$ cat src/sv/cota_pkg.sv
package cota_pkg;

	// field widths
	localparam int MS_W    = 22;
	localparam int DEPTH_W = 14;
	localparam int FO2_W   = 10;
	localparam int PO2O_W  = 15;
	localparam int ACC_W   = 48;

	// internal widths
	localparam int PO2_W     = 16;  // full quotient of the pO2 division
	localparam int MCAND_W   = 15;  // 330 + depth, or a band slope
	localparam int MPLIER_W  = 11;  // o2 fraction, or pO2 inside the table
	localparam int PROD_W    = MCAND_W + FO2_W;
	localparam int SLOPE_W   = 11;
	localparam int ICPT_W    = 21;  // intercept in milli-minutes
	localparam int LIMIT_W   = 20;
	localparam int DIVISOR_W = 26;  // 60 * limit

	localparam int MUL_STEPS = MPLIER_W;
	localparam int MCNT_W    = $clog2(MUL_STEPS);

	localparam int FRACTION_BITS_DEF = 32;

	localparam logic [MCAND_W-1:0]   SEA_TENTH_FT = MCAND_W'(330);
	localparam logic [PO2_W-1:0]     PO2_FLOOR    = PO2_W'(500);
	localparam logic [PO2_W-1:0]     PO2_CEIL     = PO2_W'(1600);
	localparam logic [PO2_W-1:0]     PO2_OUT_MAX  = PO2_W'(32767);
	localparam logic [ACC_W-1:0]     ACC_MAX      = {ACC_W{1'b1}};

	typedef struct packed {
		logic               op;
		logic [MS_W-1:0]    elapsed_ms;
		logic [DEPTH_W-1:0] depth_tenth_ft;
		logic [FO2_W-1:0]   o2_fraction_permille;
	} sample_t;

	typedef struct packed {
		logic [PO2O_W-1:0] po2_milli;
		logic [ACC_W-1:0]  cns_fraction;
		logic              above_table;
	} result_t;

	typedef enum logic {
		OP_ACCUM = 1'b0,
		OP_CLEAR = 1'b1
	} op_t;

	typedef enum logic [3:0] {
		ST_IDLE,
		ST_MUL_PO2,
		ST_PDIV_GO,
		ST_PDIV,
		ST_CHECK,
		ST_MUL_LIM,
		ST_LIMIT,
		ST_QDIV_GO,
		ST_QDIV,
		ST_FINISH
	} state_t;

	typedef enum logic [1:0] {
		RK_CLEAR,
		RK_HOLD,
		RK_SAT,
		RK_ADD
	} res_kind_t;

	typedef struct packed {
		logic [SLOPE_W-1:0] slope;
		logic [ICPT_W-1:0]  icpt;
	} band_t;

	// limit table, inclusive upper bounds in milli-atm
	function automatic band_t band_select(input logic [PO2_W-1:0] po2);
		band_t b;
		if (po2 <= PO2_W'(600)) begin
			b.slope = SLOPE_W'(1800); b.icpt = ICPT_W'(1800000);
		end else if (po2 <= PO2_W'(700)) begin
			b.slope = SLOPE_W'(1500); b.icpt = ICPT_W'(1620000);
		end else if (po2 <= PO2_W'(800)) begin
			b.slope = SLOPE_W'(1200); b.icpt = ICPT_W'(1410000);
		end else if (po2 <= PO2_W'(900)) begin
			b.slope = SLOPE_W'(900);  b.icpt = ICPT_W'(1170000);
		end else if (po2 <= PO2_W'(1100)) begin
			b.slope = SLOPE_W'(600);  b.icpt = ICPT_W'(900000);
		end else if (po2 <= PO2_W'(1500)) begin
			b.slope = SLOPE_W'(300);  b.icpt = ICPT_W'(570000);
		end else begin
			b.slope = SLOPE_W'(750);  b.icpt = ICPT_W'(1245000);
		end
		return b;
	endfunction

endpackage

$ cat src/sv/cns_oxygen_toxicity_accumulator_top.sv
// cns oxygen toxicity accumulator. each input word either clears the
// accumulator or adds one time step of exposure: pO2 = fO2*(330+depth)/330 in
// milli-atm, a limit from the seven-band table when pO2 is in 501..1600, and
// elapsed_ms*2^FRACTION_BITS/(60*limit) added to a saturating 48-bit sum in
// which 2^FRACTION_BITS is 100 percent. pO2 above 1600 saturates the sum and
// raises above_table. every input word gives exactly one result word. the
// block works on one word at a time: multiplies are shift-and-add over the
// multiplier bits and both divisions share one restoring divider that yields
// one quotient bit per cycle. a step inside the table spends most of its time
// in the divider. a finished result sits in an output register, so the next
// word can be taken while it waits; a second finished result holds the block
// until the first one is taken.
module cns_oxygen_toxicity_accumulator_top #(
	parameter int FRACTION_BITS = cota_pkg::FRACTION_BITS_DEF
) (
	input  logic              clk,
	input  logic              arst_n,
	input  logic              sample_valid,
	output logic              sample_stall,
	input  cota_pkg::sample_t sample,
	output logic              result_valid,
	input  logic              result_stall,
	output cota_pkg::result_t result
);

	import cota_pkg::*;

	localparam int DW    = MS_W + FRACTION_BITS;
	localparam int CW    = $clog2(DW + 1);
	localparam int SUM_W = ((DW > ACC_W) ? DW : ACC_W) + 1;

	state_t state_q, state_d;

	// control outputs of the sequencer
	logic sample_take;
	logic div_start;
	logic out_load;
	logic mul_step;

	// datapath registers
	res_kind_t            res_kind_q;
	logic [MS_W-1:0]      ms_q;
	logic [MCAND_W-1:0]   mcand_q;
	logic [MPLIER_W-1:0]  mplier_q;
	logic [PROD_W-1:0]    mul_acc_q;
	logic [MCNT_W-1:0]    mul_cnt_q;
	logic [PO2_W-1:0]     po2_q;
	logic [ICPT_W-1:0]    icpt_q;
	logic [LIMIT_W-1:0]   limit_q;
	logic [DW-1:0]        inc_q;
	logic [ACC_W-1:0]     acc_q;
	logic                 result_valid_q;
	result_t              result_q;

	// divider hookup
	logic [DW-1:0]        div_dividend;
	logic [DIVISOR_W-1:0] div_divisor;
	logic [CW-1:0]        div_steps;
	logic                 div_busy;
	logic [DW-1:0]        div_quot;

	logic [PROD_W-1:0]    mul_next;
	logic [ICPT_W-1:0]    limit_full;
	logic [SUM_W-1:0]     acc_sum;
	logic [ACC_W-1:0]     acc_next;
	logic [PO2O_W-1:0]    po2_out;
	band_t                band;
	logic                 out_free;

	assign out_free = !result_valid_q || !result_stall;

	// sequencer
	always_ff @(posedge clk or negedge arst_n) begin
		if (!arst_n) begin
			state_q <= ST_IDLE;
		end else begin
			state_q <= state_d;
		end
	end

	always_comb begin
		state_d      = state_q;
		sample_take  = 1'b0;
		div_start    = 1'b0;
		out_load     = 1'b0;
		mul_step     = 1'b0;
		sample_stall = (state_q != ST_IDLE);
		case (state_q)
			ST_IDLE: begin
				if (sample_valid) begin
					sample_take = 1'b1;
					state_d = (sample.op == OP_CLEAR) ? ST_FINISH : ST_MUL_PO2;
				end
			end
			ST_MUL_PO2: begin
				mul_step = 1'b1;
				if (mul_cnt_q == '0) begin
					state_d = ST_PDIV_GO;
				end
			end
			ST_PDIV_GO: begin
				div_start = 1'b1;
				state_d   = ST_PDIV;
			end
			ST_PDIV: begin
				if (!div_busy) begin
					state_d = ST_CHECK;
				end
			end
			ST_CHECK: begin
				if (po2_q > PO2_CEIL || po2_q <= PO2_FLOOR) begin
					state_d = ST_FINISH;
				end else begin
					state_d = ST_MUL_LIM;
				end
			end
			ST_MUL_LIM: begin
				mul_step = 1'b1;
				if (mul_cnt_q == '0) begin
					state_d = ST_LIMIT;
				end
			end
			ST_LIMIT: begin
				state_d = ST_QDIV_GO;
			end
			ST_QDIV_GO: begin
				div_start = 1'b1;
				state_d   = ST_QDIV;
			end
			ST_QDIV: begin
				if (!div_busy) begin
					state_d = ST_FINISH;
				end
			end
			ST_FINISH: begin
				if (out_free) begin
					out_load = 1'b1;
					state_d  = ST_IDLE;
				end
			end
			default: begin
				state_d = ST_IDLE;
			end
		endcase
	end

	// shift-and-add multiplier, multiplier msb first
	assign mul_next = {mul_acc_q[PROD_W-2:0], 1'b0}
		+ (mplier_q[MPLIER_W-1] ? {{(PROD_W-MCAND_W){1'b0}}, mcand_q} : '0);

	assign band       = band_select(po2_q);
	assign limit_full = icpt_q - mul_acc_q[ICPT_W-1:0];

	always_ff @(posedge clk) begin
		case (state_q)
			ST_IDLE: begin
				if (sample_take) begin
					res_kind_q <= RK_CLEAR;
					ms_q       <= sample.elapsed_ms;
					mcand_q    <= SEA_TENTH_FT + {1'b0, sample.depth_tenth_ft};
					mplier_q   <= {{(MPLIER_W-FO2_W){1'b0}}, sample.o2_fraction_permille};
					mul_acc_q  <= '0;
					mul_cnt_q  <= MCNT_W'(MUL_STEPS - 1);
				end
			end
			ST_MUL_PO2, ST_MUL_LIM: begin
				mul_acc_q <= mul_next;
				mplier_q  <= {mplier_q[MPLIER_W-2:0], 1'b0};
				mul_cnt_q <= mul_cnt_q - MCNT_W'(1);
			end
			ST_PDIV: begin
				po2_q <= div_quot[PO2_W-1:0];
			end
			ST_CHECK: begin
				if (po2_q > PO2_CEIL) begin
					res_kind_q <= RK_SAT;
				end else begin
					res_kind_q <= RK_HOLD;
				end
				// pO2 inside the table fits the short multiplier
				mcand_q   <= {{(MCAND_W-SLOPE_W){1'b0}}, band.slope};
				icpt_q    <= band.icpt;
				mplier_q  <= po2_q[MPLIER_W-1:0];
				mul_acc_q <= '0;
				mul_cnt_q <= MCNT_W'(MUL_STEPS - 1);
			end
			ST_LIMIT: begin
				limit_q <= limit_full[LIMIT_W-1:0];
			end
			ST_QDIV: begin
				inc_q      <= div_quot;
				res_kind_q <= RK_ADD;
			end
			default: begin
			end
		endcase
	end

	// both divisions share one unit; the pO2 dividend is aligned to the top
	always_comb begin
		if (state_q == ST_QDIV_GO) begin
			div_dividend = {ms_q, {FRACTION_BITS{1'b0}}};
			div_divisor  = {limit_q, 6'b0} - {4'b0, limit_q, 2'b0};
			div_steps    = CW'(DW);
		end else begin
			div_dividend = {mul_acc_q, {(DW-PROD_W){1'b0}}};
			div_divisor  = {{(DIVISOR_W-MCAND_W){1'b0}}, SEA_TENTH_FT};
			div_steps    = CW'(PROD_W);
		end
	end

	cota_serdiv #(
		.DW (DW),
		.VW (DIVISOR_W),
		.CW (CW)
	) u_div (
		.clk      (clk),
		.arst_n   (arst_n),
		.start    (div_start),
		.dividend (div_dividend),
		.divisor  (div_divisor),
		.steps    (div_steps),
		.busy     (div_busy),
		.quotient (div_quot)
	);

	// saturating update of the accumulator
	assign acc_sum = SUM_W'(acc_q) + SUM_W'(inc_q);

	always_comb begin
		case (res_kind_q)
			RK_CLEAR: acc_next = '0;
			RK_HOLD:  acc_next = acc_q;
			RK_SAT:   acc_next = ACC_MAX;
			RK_ADD:   acc_next = (acc_sum > SUM_W'(ACC_MAX)) ? ACC_MAX : acc_sum[ACC_W-1:0];
			default:  acc_next = acc_q;
		endcase
	end

	assign po2_out = (po2_q > PO2_OUT_MAX) ? PO2_OUT_MAX[PO2O_W-1:0] : po2_q[PO2O_W-1:0];

	always_ff @(posedge clk or negedge arst_n) begin
		if (!arst_n) begin
			acc_q          <= '0;
			result_valid_q <= 1'b0;
		end else begin
			if (out_load) begin
				acc_q          <= acc_next;
				result_valid_q <= 1'b1;
			end else if (!result_stall) begin
				result_valid_q <= 1'b0;
			end
		end
	end

	always_ff @(posedge clk) begin
		if (out_load) begin
			result_q.po2_milli    <= (res_kind_q == RK_CLEAR) ? '0 : po2_out;
			result_q.cns_fraction <= acc_next;
			result_q.above_table  <= (res_kind_q == RK_SAT);
		end
	end

	assign result_valid = result_valid_q;
	assign result       = result_q;

	// flag over the table always comes with a full accumulator
	a_above_sat: assert property (@(posedge clk) disable iff (!arst_n)
		(result_valid && result.above_table) |-> (result.cns_fraction == ACC_MAX))
		else $error("above_table without saturated accumulator");

	// only a clear can lower the accumulator
	a_acc_mono: assert property (@(posedge clk) disable iff (!arst_n)
		(out_load && res_kind_q != RK_CLEAR) |=> (acc_q >= $past(acc_q)))
		else $error("accumulator decreased without a clear");

	// the shared divider is never restarted mid-run
	a_div_idle: assert property (@(posedge clk) disable iff (!arst_n)
		div_start |-> !div_busy)
		else $error("divider started while busy");

	// result register is only loaded when it is free
	a_out_free: assert property (@(posedge clk) disable iff (!arst_n)
		(result_valid && result_stall) |=> ($stable(result) && result_valid))
		else $error("waiting result word overwritten");

endmodule

$ cat src/sv/cota_serdiv.sv
module cota_serdiv #(
	parameter int DW = 54,
	parameter int VW = 26,
	parameter int CW = $clog2(DW + 1)
) (
	input  logic          clk,
	input  logic          arst_n,
	input  logic          start,
	input  logic [DW-1:0] dividend,
	input  logic [VW-1:0] divisor,
	input  logic [CW-1:0] steps,
	output logic          busy,
	output logic [DW-1:0] quotient
);

	logic [DW-1:0] dvd_q;
	logic [VW-1:0] rem_q;
	logic [VW-1:0] dsr_q;
	logic [CW-1:0] cnt_q;
	logic          busy_q;

	logic [VW:0] shifted;
	logic [VW:0] diff;
	logic        fits;

	// restoring division, one quotient bit per cycle
	always_comb begin
		shifted = {rem_q, dvd_q[DW-1]};
		fits    = (shifted >= {1'b0, dsr_q});
		diff    = shifted - {1'b0, dsr_q};
	end

	always_ff @(posedge clk or negedge arst_n) begin
		if (!arst_n) begin
			busy_q <= 1'b0;
			cnt_q  <= '0;
		end else if (start) begin
			busy_q <= 1'b1;
			cnt_q  <= steps;
		end else if (busy_q) begin
			cnt_q <= cnt_q - CW'(1);
			if (cnt_q == CW'(1)) begin
				busy_q <= 1'b0;
			end
		end
	end

	always_ff @(posedge clk) begin
		if (start) begin
			dvd_q <= dividend;
			rem_q <= '0;
			dsr_q <= divisor;
		end else if (busy_q) begin
			dvd_q <= {dvd_q[DW-2:0], fits};
			rem_q <= fits ? diff[VW-1:0] : shifted[VW-1:0];
		end
	end

	assign busy     = busy_q;
	assign quotient = dvd_q;

endmodule

$ cat config.mk
export PLATFORM = sky130hd
export DESIGN_NAME = cns_oxygen_toxicity_accumulator_top
export DESIGN_NICKNAME = d
export VERILOG_FILES = /design/src/sv/cota_pkg.sv /design/src/sv/cns_oxygen_toxicity_accumulator_top.sv /design/src/sv/cota_serdiv.sv
export SDC_FILE = /design/constraint.sdc
export NUM_CORES = 1
export LEC_CHECK = 0
export ABC_AREA = 0
export BUFFER_PORTS_ARGS = -buffer_cell sky130_fd_sc_hd__buf_2
export CELL_PAD_IN_SITES_DETAIL_PLACEMENT = 1
export CELL_PAD_IN_SITES_GLOBAL_PLACEMENT = 1
export CORE_ASPECT_RATIO = 1.75
export CORE_MARGIN = 2
export CORE_UTILIZATION = 36
export DETAILED_ROUTE_END_ITERATION = 12
export PLACE_DENSITY = 0.73
export SLEW_MARGIN = 40
export SYNTH_ARGS = -nofsm -noshare
export SYNTH_HDL_FRONTEND = slang
export SYNTH_SLANG_ARGS = --single-unit
$ cat constraint.sdc
create_clock -name clk -period 9.3 [get_ports clk]
set_input_delay 0 -clock clk [delete_from_list [all_inputs] [get_ports clk]]
set_output_delay 0 -clock clk [all_outputs]
set_load 0.02 [all_outputs]
* After elaboration in Yosys (flattened, before gate mapping)
Index checks and enable logic that the tools add are counted.
** Word-level totals
- Flip-flop bits (word level) :: 419
- Word-level logic and storage cells :: 131
** Cells by class
- Add/sub/neg operators :: 8
- Reduce and logical (&&, ||, !) cells :: 21
- Muxes and demuxes :: 47
- Equal/unequal tests :: 21
- Order comparisons :: 11
** Operators by type and width (count)
- $pmux 48 s4 :: 1
- $mux 54 :: 3
- $mux 32 :: 3
- $mux 31 :: 3
- $pmux 25 s3 :: 1
- $le 16x10->1 const B :: 4
- $add 48x54->55 :: 1
- $gt 55x48->1 const B :: 1
- $mux 48 :: 1
- $mux 15 :: 3
- $pmux 4 s10 :: 1
- $mux 4 :: 9
- $pmux 11 s3 :: 1
- $le 16x11->1 const B :: 2
- $pmux 15 s2 :: 1
- $ge 27x26->1 :: 1
- $mux 26 :: 1
- $sub 26x22->26 :: 1
- $sub 26x26->26 :: 1
- $add 25x15->25 :: 1
- $mux 25 :: 1
- $sub 20x20->20 :: 1
- $mux 6 :: 3
- $eq 4x3->1 const B :: 4
- 30 further kinds :: 59

* Longest topological paths before layout
- Word-level depth :: 8
- Mapped depth :: 15
- Depth with buffers taken out :: 14

* Cells and area by module
From an unflattened synthesis, not the netlist that was laid out.
** Second synthesis, totals
- Cell total of the unflattened synthesis :: 2394
- Area total of the unflattened synthesis :: 24198.2 sq um
** By module, submodules not included
- cns_oxygen_toxicity_accumulator_top :: cells an instance 1846, area each 18034.8 sq um, times used 1, sequential area each 8803.4 sq um
- cota_serdiv :: cells an instance 548, area each 6163.4 sq um, times used 1, sequential area each 3098.0 sq um

* Worst setup path before layout
No wires, ideal clock.
- Kind :: reg-to-reg
- Start point :: reg state_q[0]
- End point :: reg acc_q[10]
- Cell stages (with the launch flop) :: 11
- Arrival :: 5.298 ns
- Required time :: 9.223 ns
- Clock period less this slack :: 5.375 ns
- Library setup time :: 0.077 ns
- Path slack :: 3.925 ns
- Cells stage by stage :: dfrtp_1 > clkbuf_1 > inv_1 > nor2_1 > nand2_1 > a21oi_1 > and2_1 > clkbuf_1 > clkbuf_1 > a21oi_1 > a21oi_1
** Between the ends
- Word-level cells in the longest chain between the ends :: 2
** Ends and longest elaborated chain
- from (decl) :: line cns_oxygen_toxicity_accumulator_top.sv:32 : state_t state_q, state_d;
- from (signal assigned) :: line cns_oxygen_toxicity_accumulator_top.sv:77 : state_q <= state_d;
- $eq 4x4->1 :: line cns_oxygen_toxicity_accumulator_top.sv:88 : case (state_q)
- $mux 1 :: line cns_oxygen_toxicity_accumulator_top.sv:88
- net out_load :: line cns_oxygen_toxicity_accumulator_top.sv:37 : logic out_load;
- to (signal assigned) :: line cns_oxygen_toxicity_accumulator_top.sv:248 : acc_q <= acc_next;
- to (decl) :: line cns_oxygen_toxicity_accumulator_top.sv:51 : logic [ACC_W-1:0] acc_q;
The timed path passes the listed nets, and every way through them passes these cells.
A chain may end at the register's enable or synchronous reset.

* Worst setup path in the final report
- Start point :: reg inc_q[39]
- End point :: reg acc_q[39]
** Between the ends
- Word-level cells in the longest chain between the ends :: 4
** Ends and longest elaborated chain
- from (decl) :: line cns_oxygen_toxicity_accumulator_top.sv:50 : logic [DW-1:0] inc_q;
- from (signal assigned) :: line cns_oxygen_toxicity_accumulator_top.sv:191 : inc_q <= div_quot;
- $add 48x54->55 (*) :: line cns_oxygen_toxicity_accumulator_top.sv:228 : assign acc_sum = SUM_W'(acc_q) + SUM_W'(inc_q);
- $gt 55x48->1 :: line cns_oxygen_toxicity_accumulator_top.sv:235 : RK_ADD: acc_next = (acc_sum > SUM_W'(ACC_MAX)) ? ACC_MAX : acc_sum[ACC_W-1:0];
- $mux 48 (*) :: line cns_oxygen_toxicity_accumulator_top.sv:235
- $pmux 48 s4 (*) :: line cns_oxygen_toxicity_accumulator_top.sv:231 : case (res_kind_q)
Mark *: on every way between the ends. The rest lies on a longest branch, timed or not.

==> flow_metrics.env <==
export IMPL_synthFlopType="edfxtp_1"
export IMPL_nFillCells=6964
export IMPL_vias_per_cell=5.63
export IMPL_p_sw_frac=0.433
export IMPL_synth_edf_count=328
export IMPL_cts_buffer_depth=3
export IMPL_wl_met3_mm=1.91
export IMPL_crit_type="register to register"
export IMPL_hold_class="input pin to asynchronous set/reset pin"
export IMPL_wl_met2_mm=39.7
export IMPL_top_layer="met4"
export IMPL_cts_root_buf="clkbuf_16"
export IMPL_ys_seq_area_frac=0.521
export IMPL_first_global_vias=19732
export IMPL_end_kind="register"
export IMPL_nets=2543
export IMPL_routabilityCongestion=0.978
export IMPL_r2r_end="acc_q[39]"
export IMPL_tightest_slew_ns=0.849
export IMPL_whs_ns=0.0827
export IMPL_path_clk_slew_ns=0.07
export IMPL_synthesis_area_mm2=0.0228
export IMPL_grt_max_degree=61
export IMPL_maxCapViolCount=0
export IMPL_finalCriticalPeriod_ns=4.69
export IMPL_drt_wirelength_per_cell_um=22.2
export IMPL_start_util=0.362
export IMPL_ys_ff_latch=414
export IMPL_vias=18017
export IMPL_intPower_w=0.00543
export IMPL_synth_top_area_share=0.432
export IMPL_synth_common_cells="a21oi_1, edfxtp_1, nand2_1"
export IMPL_cts_tree="yes"
export IMPL_rsz0062_at_grt="false"
export IMPL_hold_viol=0
export IMPL_crit_fanout=38
export IMPL_clockPowerShare=0.170
export IMPL_r2r_setup_slack_ns=4.61
export IMPL_seqPwrFrac=0.362
export IMPL_arrival_ns=5.14
export IMPL_die_area_mm2=0.0654
export IMPL_slew_limit_headroom=0.429
export IMPL_worst_r2r_cell_count=12
export IMPL_coreArea_mm2=0.0629
export IMPL_syn_avg_cell_area_um2=10.3
export IMPL_dr_pass1_iters=5
export IMPL_hpwl_mm=52.3
export IMPL_combPwrFrac=0.468
export IMPL_r2r_start="inc_q[39]"
export IMPL_chipWidth_um=194
export IMPL_row_count=122
export IMPL_fin_skew_ns=0.0289
export IMPL_clkLatencyLatePin_ns=0.59
export IMPL_synth_fp_nets=2402
export IMPL_area_delta_synth_final_pct=14.2
export IMPL_leakage_nw=10.2
export IMPL_ir_drop_mv=0.171
export IMPL_max_clock_freq_ghz=0.213
export IMPL_drc_errors=0
export IMPL_p_per_area_mw_per_mm2=368
export IMPL_synth_area_top_cells="edfxtp_1, a21oi_1, ha_1"
export IMPL_synth_distinct_cells=84
export IMPL_ctsResizeCount=0
export IMPL_worstPathRequired_ns=9.75
export IMPL_finalMaxSlewViolations=0
export IMPL_n_antenna_cell=0
export IMPL_grt_ovfl_total=0
export IMPL_yosysWarnings=0
export IMPL_ys_async_sr_fraction=0.145
export IMPL_cts_buffers_inserted=40
export IMPL_antenna_found_initial=0
export IMPL_start_kind="register"
export IMPL_clock_sinks=414
export IMPL_drtIter0Drc=902
export IMPL_period_share=0.504
export IMPL_drive_above_1_share=0.0982
export IMPL_h_tree_depth=2
export IMPL_status="finished, final reports clean"
export IMPL_grt_pass1_wl_mm=112
export IMPL_die_h_um=337
export IMPL_synth_cells=2223
export IMPL_routed_wl_mm=71.1
export IMPL_synth_largest_area_cell="edfxtp_1"
export IMPL_m1WireLength_mm=26.3
export IMPL_switchingPower_w=0.00415
export IMPL_setup_viol=0
export IMPL_num_io_pins=117
export IMPL_yosysMostFrequentCell="a21oi_1"
export IMPL_tns_ns=0
export IMPL_numPortBuffers=116
export IMPL_groute_usage_overall=0.218
export IMPL_antenna_left=0
-- power by group through the flow --
stage          Sequential [W]  Combinational [W]  Clock (W)
3_3_place_gp          0.00345            0.00426          0
4_1_cts               0.00346            0.00449    0.00166
5_1_grt               0.00353            0.00497    0.00172
6_report              0.00346            0.00449    0.00163
3_5_place_dp          0.00349            0.00443          0
2_1_floorplan         0.00331            0.00317          0
-- timing repair --
item	CTS	global route
hold endpoints to repair	127	0
hold buffers	54	0
buffers inserted	0	0
-- layout by cell type (no fill, tap or decap), types with 17 or more instances in the layout --
cell	synthesis	routed
a21oi_1	331	329
edfxtp_1	328	328
nand2_1	200	199
nor2_1	179	176
ha_1	125	125
o21ai_0	119	119
buf_2	13	116
inv_1	116	114
xnor2_1	86	86
dfrtp_1	60	60
dlygate4sd3_1	0	54
xor2_1	43	43
and3_1	43	42
clkbuf_16	0	40
a22oi_1	35	35
nor3_1	37	33
and2_1	31	31
a21o_1	30	30
nand4_1	29	29
dfxtp_1	26	26
nand3_1	23	23
buf_4	2	23
mux2i_1	21	21
o21a_1	20	20
nor2b_1	20	20
a31oi_1	18	18
a211oi_1	17	17
-- worst max-delay path by stage --
| stage | startpoint | to | slack [ns] | cells after the start |
|---|---|---|---|---|
| 2_1_floorplan | state_q[0] | acc_q[10] | 3.92 | 10 |
| 5_1_grt | inc_q[37] | acc_q[39] | 4.37 | 12 |
| 4_1_cts | acc_q[0] | acc_q[39] | 4.61 | 13 |
| 6_report | inc_q[39] | acc_q[39] | 4.61 | 12 |
| 3_5_place_dp | acc_q[0] | acc_q[44] | 4.66 | 13 |
| 3_3_place_gp | inc_q[37] | acc_q[16] | 4.77 | 12 |
-- through the flow --
step	area [um^2]	util	setup slack, ns	power, W	cells
after floorplan	22800	-	3.92	0.00648	2223
after global placement	24200	0.385	4.77	0.00772	3074
after detailed placement	24200	0.385	4.66	0.00792	3074
after CTS	26000	0.414	4.61	0.00960	3200
after global routing	26000	0.414	4.37	0.0102	3200
final	26000	0.414	4.61	0.00958	3200
-- worst max-delay path, cell delays in order (launching register included) --
cell and delay [ns]:
edfxtp_1 0.42, ha_1 0.44, nand4_1 0.35, or3_1 0.55, nand4_1 0.13, a21boi_1 0.07, a2111oi_0 0.36, nand3b_1 0.20
a2111oi_2 0.35, o221ai_2 0.22, nor4b_4 0.70, buf_4 0.55, a21oi_1 0.16
-- logic make-up after synthesis --
kind of cell | share of synthesized area
AOI/OAI and AO/OA | 0.179
xor gates and xnor gates | 0.0496
adders and majority gates | 0.0712
buffers and inverters | 0.0372
DFF | 0.521
muxes | 0.00922
and+or+nand+nor | 0.133
-- cell type report --
type / instances / area, um^2 / area share
sequential: 414 / 11900 / 0.456
multi-input combinational: 1596 / 10100 / 0.390
timing repair buffer: 194 / 1310 / 0.0501
clock buffer: 50 / 1060 / 0.0407
tap: 806 / 1010 / 0.0387
inverter: 118 / 448 / 0.0172
clock inverter: 22 / 196 / 0.00754
-- state kept, by name (all words and copies together) (netlist names), 16 cells and up --
| name | cells |
|---|---|
| icpt_q | 16 |
| u_div.quotient | 54 |
| u_div.dsr_q | 25 |
| po2_q | 16 |
| u_div.rem_q | 26 |
| limit_q | 20 |
| acc_q | 48 |
| inc_q | 54 |
| mul_acc_q | 25 |
| ms_q | 22 |
| result | 64 |
-- per-layer routing --
layer  GRT usage  vias to the layer above
met3      0.0201                      150
met1       0.227                     9081
met5           0                        -
met2       0.435                      371
li1            -                     8415
met4      0.0961                        0
Power figures use the tool's default switching activity.
